### src/rtl/core/kbt_pkg.sv
// ----------------------------------------------------------------------------
// kbt_pkg
// Shared types and constants for the k-of-n row bitmap threshold block.
// ----------------------------------------------------------------------------
package kbt_pkg;

  localparam int DATA_W      = 64;
  localparam int LANES_DEF   = 64;
  localparam int THR_W       = 5;
  localparam int CNT_W       = THR_W + 1;
  localparam int CFG_IDX_W   = 1;
  localparam int CFG_DATA_W  = THR_W;
  localparam int QUEUE_DEPTH = 2;
  localparam int QPTR_W      = $clog2(QUEUE_DEPTH);
  localparam int QCNT_W      = $clog2(QUEUE_DEPTH + 1);

  localparam logic [THR_W-1:0] THR_RESET = THR_W'(1);

  typedef enum logic [CFG_IDX_W-1:0] {
    REG_THRESHOLD  = 1'b0,
    REG_EXACT_MODE = 1'b1
  } cfg_reg_t;

  // classified child request, front to back
  typedef struct packed {
    logic [DATA_W-1:0] hits;
    logic [DATA_W-1:0] valid;
    logic              last;
  } child_req_t;

  typedef struct packed {
    logic                  we;
    logic [CFG_IDX_W-1:0]  index;
    logic [CFG_DATA_W-1:0] data;
  } cfg_wr_t;

endpackage

### src/rtl/core/kbt_front.sv
// ----------------------------------------------------------------------------
// kbt_front
// Classifies a child request: per-lane hit word and valid lanes.
// ----------------------------------------------------------------------------
module kbt_front #(
  parameter int LANES = kbt_pkg::LANES_DEF
) (
  input  logic [kbt_pkg::DATA_W-1:0] match_bits,
  input  logic                       negate,
  input  logic [kbt_pkg::DATA_W-1:0] row_mask,
  input  logic                       last_child,
  output kbt_pkg::child_req_t        req
);

  localparam logic [kbt_pkg::DATA_W-1:0] LANE_MASK =
    {kbt_pkg::DATA_W{1'b1}} >> (kbt_pkg::DATA_W - LANES);

  logic [kbt_pkg::DATA_W-1:0] valid;

  assign valid     = row_mask & LANE_MASK;
  assign req.valid = valid;
  assign req.hits  = (negate ? ~match_bits : match_bits) & valid;
  assign req.last  = last_child;

endmodule

### src/rtl/core/kbt_queue.sv
// ----------------------------------------------------------------------------
// kbt_queue
// Short request queue between front and back.
// ----------------------------------------------------------------------------
module kbt_queue (
  input  logic                clk,
  input  logic                rst,
  input  logic                push,
  input  kbt_pkg::child_req_t push_req,
  output logic                full,
  input  logic                pop,
  output logic                head_valid,
  output kbt_pkg::child_req_t head_req
);

  kbt_pkg::child_req_t              entries [kbt_pkg::QUEUE_DEPTH];
  logic [kbt_pkg::QPTR_W-1:0]       wr_ptr;
  logic [kbt_pkg::QPTR_W-1:0]       rd_ptr;
  logic [kbt_pkg::QCNT_W-1:0]       count;

  assign full       = (count == kbt_pkg::QCNT_W'(kbt_pkg::QUEUE_DEPTH));
  assign head_valid = (count != '0);
  assign head_req   = entries[rd_ptr];

  always_ff @(posedge clk) begin
    if (push) begin
      entries[wr_ptr] <= push_req;
    end
  end

  always_ff @(posedge clk) begin
    if (rst) begin
      wr_ptr <= '0;
      rd_ptr <= '0;
      count  <= '0;
    end else begin
      if (push) begin
        wr_ptr <= (wr_ptr == kbt_pkg::QPTR_W'(kbt_pkg::QUEUE_DEPTH - 1)) ? '0 : wr_ptr + 1'b1;
      end
      if (pop) begin
        rd_ptr <= (rd_ptr == kbt_pkg::QPTR_W'(kbt_pkg::QUEUE_DEPTH - 1)) ? '0 : rd_ptr + 1'b1;
      end
      if (push && !pop) begin
        count <= count + 1'b1;
      end else if (pop && !push) begin
        count <= count - 1'b1;
      end
    end
  end

endmodule

### src/rtl/core/kbt_back.sv
// ----------------------------------------------------------------------------
// kbt_back
// Lane match counters, threshold compare and result register.
// ----------------------------------------------------------------------------
module kbt_back #(
  parameter int LANES = kbt_pkg::LANES_DEF
) (
  input  logic                       clk,
  input  logic                       rst,
  input  kbt_pkg::cfg_wr_t           cfg,
  input  logic                       head_valid,
  input  kbt_pkg::child_req_t        head_req,
  output logic                       pop,
  output logic                       out_valid,
  input  logic                       out_ready,
  output logic [kbt_pkg::DATA_W-1:0] result_bits
);

  logic [kbt_pkg::THR_W-1:0] threshold;
  logic                      exact_mode;
  logic [kbt_pkg::CNT_W-1:0] counts      [LANES];
  logic [kbt_pkg::CNT_W-1:0] counts_next [LANES];
  logic [kbt_pkg::CNT_W-1:0] cap;
  logic [kbt_pkg::CNT_W-1:0] thr_ext;
  logic [kbt_pkg::DATA_W-1:0] result_next;
  logic                      out_free;

  assign out_free = !out_valid || out_ready;
  assign pop      = head_valid && (!head_req.last || out_free);
  assign thr_ext  = kbt_pkg::CNT_W'(threshold);
  assign cap      = thr_ext + 1'b1;

  always_comb begin
    result_next = '0;
    for (int i = 0; i < LANES; i++) begin
      counts_next[i] = counts[i];
      if (head_req.hits[i] && (counts[i] < cap)) begin
        counts_next[i] = counts[i] + 1'b1;
      end
      result_next[i] = head_req.valid[i] &&
        (exact_mode ? (counts_next[i] == thr_ext) : (counts_next[i] >= thr_ext));
    end
  end

  always_ff @(posedge clk) begin
    if (rst) begin
      threshold  <= kbt_pkg::THR_RESET;
      exact_mode <= 1'b0;
    end else if (cfg.we) begin
      unique case (kbt_pkg::cfg_reg_t'(cfg.index))
        kbt_pkg::REG_THRESHOLD:  threshold  <= cfg.data;
        kbt_pkg::REG_EXACT_MODE: exact_mode <= cfg.data[0];
        default: ;
      endcase
    end
  end

  always_ff @(posedge clk) begin
    if (rst) begin
      for (int i = 0; i < LANES; i++) begin
        counts[i] <= '0;
      end
    end else if (pop) begin
      for (int i = 0; i < LANES; i++) begin
        counts[i] <= head_req.last ? '0 : counts_next[i];
      end
    end
  end

  always_ff @(posedge clk) begin
    if (rst) begin
      out_valid <= 1'b0;
    end else if (pop && head_req.last) begin
      out_valid <= 1'b1;
    end else if (out_ready) begin
      out_valid <= 1'b0;
    end
  end

  always_ff @(posedge clk) begin
    if (pop && head_req.last) begin
      result_bits <= result_next;
    end
  end

endmodule

### src/rtl/core/k_of_n_bitmap_threshold.sv
// ----------------------------------------------------------------------------
// k_of_n_bitmap_threshold
// Per-row k-of-n match count over streamed child bitmap words.
// ----------------------------------------------------------------------------
// One child request is taken per cycle while in_ready is high; each request
// updates every lane's saturating match counter in the back end. A request
// marked last passes through the two-entry queue, and its result word and
// out_valid are registered at the edge on which it pops from the queue. The
// only throttle is the single result register: while a result waits, only
// further non-last requests drain from the queue, and once a last request
// sits at the head the queue fills with one more request and in_ready drops.
// Write threshold and exact_mode only while idle; the block does not check it.
module k_of_n_bitmap_threshold #(
  parameter int LANES = kbt_pkg::LANES_DEF
) (
  input  logic                           clk,
  input  logic                           rst,
  input  logic                           cfg_we,
  input  logic [kbt_pkg::CFG_IDX_W-1:0]  cfg_index,
  input  logic [kbt_pkg::CFG_DATA_W-1:0] cfg_data,
  input  logic                           in_valid,
  output logic                           in_ready,
  input  logic [kbt_pkg::DATA_W-1:0]     match_bits,
  input  logic                           negate,
  input  logic [kbt_pkg::DATA_W-1:0]     row_mask,
  input  logic                           last_child,
  output logic                           out_valid,
  input  logic                           out_ready,
  output logic [kbt_pkg::DATA_W-1:0]     result_bits
);

  kbt_pkg::child_req_t front_req;
  kbt_pkg::child_req_t head_req;
  kbt_pkg::cfg_wr_t    cfg;
  logic                q_full;
  logic                head_valid;
  logic                pop;
  logic                push;

  assign cfg.we    = cfg_we;
  assign cfg.index = cfg_index;
  assign cfg.data  = cfg_data;
  assign in_ready  = !q_full;
  assign push      = in_valid && in_ready;

  kbt_front #(.LANES(LANES)) u_front (
    .match_bits (match_bits),
    .negate     (negate),
    .row_mask   (row_mask),
    .last_child (last_child),
    .req        (front_req)
  );

  kbt_queue u_queue (
    .clk        (clk),
    .rst        (rst),
    .push       (push),
    .push_req   (front_req),
    .full       (q_full),
    .pop        (pop),
    .head_valid (head_valid),
    .head_req   (head_req)
  );

  kbt_back #(.LANES(LANES)) u_back (
    .clk         (clk),
    .rst         (rst),
    .cfg         (cfg),
    .head_valid  (head_valid),
    .head_req    (head_req),
    .pop         (pop),
    .out_valid   (out_valid),
    .out_ready   (out_ready),
    .result_bits (result_bits)
  );

  a_pop_needs_entry: assert property (@(posedge clk) disable iff (rst)
    pop |-> head_valid)
    else $error("queue popped while empty");

  a_last_gives_result: assert property (@(posedge clk) disable iff (rst)
    (pop && head_req.last) |=> out_valid)
    else $error("last request did not produce a result");

  a_result_from_last: assert property (@(posedge clk) disable iff (rst)
    $rose(out_valid) |-> $past(pop && head_req.last))
    else $error("result without a last request");

  a_result_in_valid_lanes: assert property (@(posedge clk) disable iff (rst)
    (pop && head_req.last) |=> ((result_bits & ~$past(head_req.valid)) == '0))
    else $error("result bit set in an invalid lane");

endmodule

### config.mk
export PLATFORM = sky130hd
export DESIGN_NAME = k_of_n_bitmap_threshold
export DESIGN_NICKNAME = d
export VERILOG_FILES = /design/src/rtl/core/kbt_pkg.sv /design/src/rtl/core/kbt_front.sv /design/src/rtl/core/kbt_queue.sv /design/src/rtl/core/kbt_back.sv /design/src/rtl/core/k_of_n_bitmap_threshold.sv
export SDC_FILE = /design/constraint.sdc
export NUM_CORES = 2
export LEC_CHECK = 0
export BUFFER_PORTS_ARGS = -buffer_cell sky130_fd_sc_hd__clkbuf_2
export CAP_MARGIN = 20
export CORE_UTILIZATION = 58
export DETAILED_ROUTE_END_ITERATION = 7
export PLACE_DENSITY = 0.76
export SYNTH_ARGS = -nofsm -noshare
export SYNTH_HDL_FRONTEND = slang
export SYNTH_SLANG_ARGS = --single-unit
### constraint.sdc
create_clock -name clk -period 13.7 [get_ports clk]
set_input_delay 1.37 -clock clk [delete_from_list [all_inputs] [get_ports clk]]
set_output_delay 1.37 -clock clk [all_outputs]
set_load 0.03 [all_outputs]
## After elaboration in Yosys (flattened, before gate mapping)

Memory sizes are Yosys's and may differ from the RTL's. A register that Yosys moved wholly into a read port is not among the register bits.
Index checks and enable logic that the tools add are counted.

- $add $sub $neg: 69
- $lt $le $gt $ge: 128
- Eq/ne operators: 65
- Multiplexer cells: 272
- Bitwise operators: 67
- Reduce and logical (&&, ||, !) cells: 145

Operators by type and width:

| kind | count |
|---|---|
| 2-to-1 mux 6 bit | 192 |
| adder 6 x 1 -> 6 bit (second input constant) | 64 |
| equality test 6 x 5 -> 1 bit | 64 |
| greater-or-equal comparator 6 x 5 -> 1 bit | 64 |
| < comparator 6 bit | 64 |
| logical AND 1 bit | 133 |
| 2-to-1 mux 1 bit | 77 |
| bitwise AND 64 bit | 1 |
| 2-to-1 mux 64 bit | 1 |
| NOT 64 bit | 1 |
| bitwise OR 1 bit | 64 |
| adder 5 x 1 -> 6 bit (second input constant) | 1 |
| nonzero test 2 bit | 3 |
| logical NOT 1 bit | 5 |
| 2-to-1 mux 2 bit | 2 |
| AND reduction 2 bit | 2 |
| adder 1 bit (second input constant) | 2 |
| adder 2 x 1 -> 2 bit (second input constant) | 1 |
| equality test 2 bit (second input constant) | 1 |
| logical OR 1 bit | 2 |
| subtractor 2 x 1 -> 2 bit (second input constant) | 1 |
| NOT 1 bit | 1 |

- Register bits: 75
- Memory bits (writable): 642
- Input bits: 141
- Output and inout port bits: 66
- Logic and storage cells: 755
- Memories: 2

Memories:

| name | depth | bits a word | read ports | clocked after memory_dff | wr ports | line | text |
|---|---|---|---|---|---|---|---|
| u_back.counts | 64 | 6 | 64 | 0 | 64 | kbt_back.sv:21 | `logic [kbt_pkg::CNT_W-1:0] counts [LANES];` |
| u_queue.entries | 2 | 129 | 1 | 1 | 1 | kbt_queue.sv:16 | `kbt_pkg::child_req_t entries [kbt_pkg::QUEUE_DEPTH];` |

## Longest topological paths before layout

- Depth in word-level cells: 8
- Gate-level depth with buffers: 16

## Hierarchy

Synthesis repeated with hierarchy kept, for this count alone.

- Cell total of the unflattened synthesis: 4718
- Area total of the unflattened synthesis: 51244.1 sq um

By module, submodules not included:

| module | instances | cells an instance | area each (sq um) | sequential area each (sq um) |
|---|---|---|---|---|
| kbt_back | 1 | 4093 | 40123.5 | 13593.0 |
| kbt_queue | 1 | 423 | 9560.4 | 7847.5 |
| kbt_front | 1 | 200 | 1550.2 | 0.0 |
| k_of_n_bitmap_threshold | 1 | 2 | 10.0 | 0.0 |

## Least setup slack after synthesis

Ideal clock, no wire load.

- Path kind: input to register
- From: input rst
- To: memory u_back.counts[0][0] (netlist bit) (enable)
- Arrival: 10.533 ns
- Required time: 12.881 ns
- Slack: 2.348 ns
- Cell stages on the path: 1
- Buffers on the path: 0
- Cells stage by stage: nand2b_1

RTL lines:

| what | line | text |
|---|---|---|
| start: declaration | k_of_n_bitmap_threshold.sv:17 | `input logic rst,` |
| end: declaration | kbt_back.sv:21 |  |

==> results.cfg <==
[pwr]
seq_power_share_pct = 36.0
peakVddDrop_mv = 0.1787
power_frac_clock_pct = 20.3
power_switching_uw = 4307
leakage_uw = 0.02181
switching_share_pct = 39.82
p_comb_share_pct = 43.7
power_density_nw_per_um2 = 199.6
p_int_uw = 6508

[cells_and_area]
final_nets = 5278
final_layout_size_suffix_gt1_share_pct = 13.45
n_fill_cell = 6551
areaGrowthSynthToFinish_pct = 9.773

[critical_path]
arrival_ns = 6.05
path_max_fanout = 80
slowest_delay_ns = 0.93
crit_end = u_back.result_bits[55]
r2r-start = u_back.threshold[0]
path_cells = ha_1 > nand3_1 > xnor2_2 > buf_4 > buf_4 > maj3_2 > a21boi_2 > and3b_1 > or2_1 > ha_1 > a21o_1 > a21oi_1 > o21ai_0 > o21ai_0 > o41ai_1
crit_start = u_back.threshold[0]
cp_slowest_cell = buf_4
worstPathRequired_ns = 14.07
r2r_slack_ns = 8.02
path_buf_inv = 2
crit_path_end_kind = flop
worstSetupPathType = flop to flop
worstReg2RegEnd = u_back.result_bits[55]
crit_cells = 15
critPathLaunchType = flop
crit_family = buffers and inverters
rr_worst_depth = 15

[synthesis]
mappedNetlistNets = 5089
synth_edf_count = 706
syn_avg_cell_area_um2 = 11.29
yosys-top-cells-area = edfxtp_1, ha_1, mux2i_1
synth_top_area_share_pct = 42.96
syn_area_um2 = 49350
synthFlopType = edfxtp_1
synthArstFlopShare_pct = 0
yosysUniqueCellTypes = 68
yosysTopAreaCell = edfxtp_1
synth.top_cells.by_count = edfxtp_1, ha_1, nand2_1, a21oi_1, and2_1
ys_ff_latch = 718
ys_warn_count = 0
synthCells = 4370
yosysMostFrequentCell = edfxtp_1
yosysSeqAreaShare_pct = 43.44

[timing]
skew_ns = 0.01554
worst_pin_slew_ns = 1.162
setup_viol = 0
worst_hold_slack_ns = 0.5266
fin_crit_sh_pct = 41.43
slew_headroom_pct = 22.50
rsz0062_at_grt = no
report.final.slew_viol_count = 0
finalSetupTns_ns = 0
finalHoldViolations = 0
min_period_ns = 5.676
clock.fmax_ghz = 0.1762
worst_slack_ns = 8.024

[floorplanning]
row_count = 106
io_pins = 207
die_x_um = 293.7
die-area_um2 = 86260
die_y_um = 293.7
coreArea_um2 = 83950
start_util_pct = 58.79

[cts]
ctsResizeCount = 0
cts.path.max_buffers = 3
clock_latency_ns = 0.63
numCtsBuffers = 83
cts_hold_buf = 0
cts_tree = yes
cts.sinks = 718
root_buffer = clkbuf_16
post_cts_buffers = 0
h-tree-depth = 3
clkTransAtPathRegs_ns = 0.06

[place]
hpwlAfterDp_um = 72340
numPortBuffers = 206
dpl_worst_slack_ns = 8.105
routabilityCongestion = 0.8451

[job]
maxCapViolations = 0

[drt]
drc = 0
first_iter_violations = 2595
wl_um = 117700
drt-vias-per-instance = 6.127
ant_nets = 0
firstDrtPassIters = 5
vias = 35280
wl_per_cell_um = 20.44

[global_routing]
grt_pass1_vias = 34730
antenna_found_initial = 1
grt_pass1_wl_um = 186200
busiest_layer = met2
grt_overflow = 0
grt_use_total_pct = 27.12
grt_max_degree = 159
grtUsageMet1_pct = 37.33
gr-usage-met2_pct = 44.54
grtUsageMet3_pct = 3.421

[status]
outcome = finished, final reports clean

[worst_hold_path]
hold_path.class = flop to flop
==> final cells by class <==
class / instances / area (µm²) / share of cell area (%)
Timing Repair Buffer: 241 / 1321 / 2.439
Clock buffer: 96 / 2168 / 4.002
Clock inverter: 53 / 461.7 / 0.8522
Antenna cell: 1 / 2.502 / 0.004619
Multi-Input combinational cell: 3430 / 27030 / 49.89
Tap cell: 1134 / 1419 / 2.619
Inverter: 85 / 325.3 / 0.6005
Sequential cell: 718 / 21450 / 39.60
==> routing by layer <==
| layer | share of wire [%] | routed length (µm) |
|---|---|---|
| met5 | 0.0093 | 11 |
| met4 | 2.7 | 3141 |
| met3 | 6.1 | 7159 |
| met2 | 46 | 54320 |
| met1 | 45 | 53070 |
==> worst register-to-register path, cell delays in order, from the launching register on <==
cell	delay, ns
dfxtp_4	0.53
ha_1	0.27
nand3_1	0.17
xnor2_2	0.74
buf_4	0.78
buf_4	1.05
maj3_2	0.39
a21boi_2	0.10
and3b_1	0.19
or2_1	0.21
ha_1	0.29
a21o_1	0.18
a21oi_1	0.12
o21ai_0	0.09
o21ai_0	0.20
o41ai_1	0.11
==> worst min path at each step <==
| stage | cells past startpoint | from | slack (ns) | endpoint |
|---|---|---|---|---|
| finish | 2 | u_queue.rd_ptr | 0.53 | flop |
| detailed placement | 2 | u_queue.rd_ptr | 0.51 | flop |
| global route | 2 | u_queue.rd_ptr | 0.57 | flop |
| global placement | 2 | u_queue.rd_ptr | 0.48 | flop |
| floorplan | 2 | u_queue.rd_ptr | 0.47 | flop |
| CTS | 2 | u_queue.rd_ptr | 0.53 | flop |
==> registers in the layout, summed over array words and instances, names as in the netlist, named ones only <==
name / flops
u_back.counts: 384
u_back.exact_mode: 1
u_back.out_valid: 1
u_back.result_bits: 64
u_back.threshold: 5
u_queue.count: 2
u_queue.entries: 258
u_queue.rd_ptr: 1
u_queue.wr_ptr: 1
==> cells in the final DEF (no fill, tap or decap), drive strengths merged, types with 51 or more instances in the layout <==
cell     synthesis  final
nor2           224    224
o21ai          145    145
mux2            64     64
xnor2          182    182
a21o            65     65
a21oi          308    308
inv             85     82
nand3          121    121
and2           234    234
or2             58     58
clkbuf          90    301
nand4           76     76
mux2i          225    225
edfxtp         706    706
a2111oi         51     51
xor2           186    186
o31ai           67     67
nand2          285    285
o211ai          62     62
ha             578    578
or3             51     51
maj3           118    118
a211oi          59     59
nand2b          55     55
==> power by group through the flow <==
stage	Clock, µW	Combinational (µW)	Sequential (µW)
finish	2200	4720	3900
global route	2310	5330	3970
CTS	2230	4730	3880
detailed placement	0	4690	3910
global placement	0	4510	3890
floorplan	0	3490	4070
==> cell families (layout without fill, tap and decap cells) <==
group           count (synthesis)  after routing  synth area share [%]
xor+xnor                      368            368                 6.569
compound gates                915            915                 12.75
simple gates                 1162           1162                 11.98
fa+ha+maj                     696            696                 17.24
other cells                     0              1                     0
flops                         718            718                 43.44
mux                           289            289                 6.024
buf+inv                       222            475                 1.990
==> per-stage QoR <==
| step | area (µm²) | total power [µW] | utilization, % | instances |
|---|---|---|---|---|
| floorplan | 49350 | 7554 | - | 4370 |
| global placement | 51540 | 8407 | 61.40 | 5608 |
| detailed placement | 51540 | 8598 | 61.40 | 5608 |
| CTS | 54170 | 10840 | 64.53 | 5757 |
| global route | 54170 | 11600 | 64.53 | 5757 |
| finish | 54180 | 10810 | 64.53 | 5758 |
(Power assumes the default switching activity.)
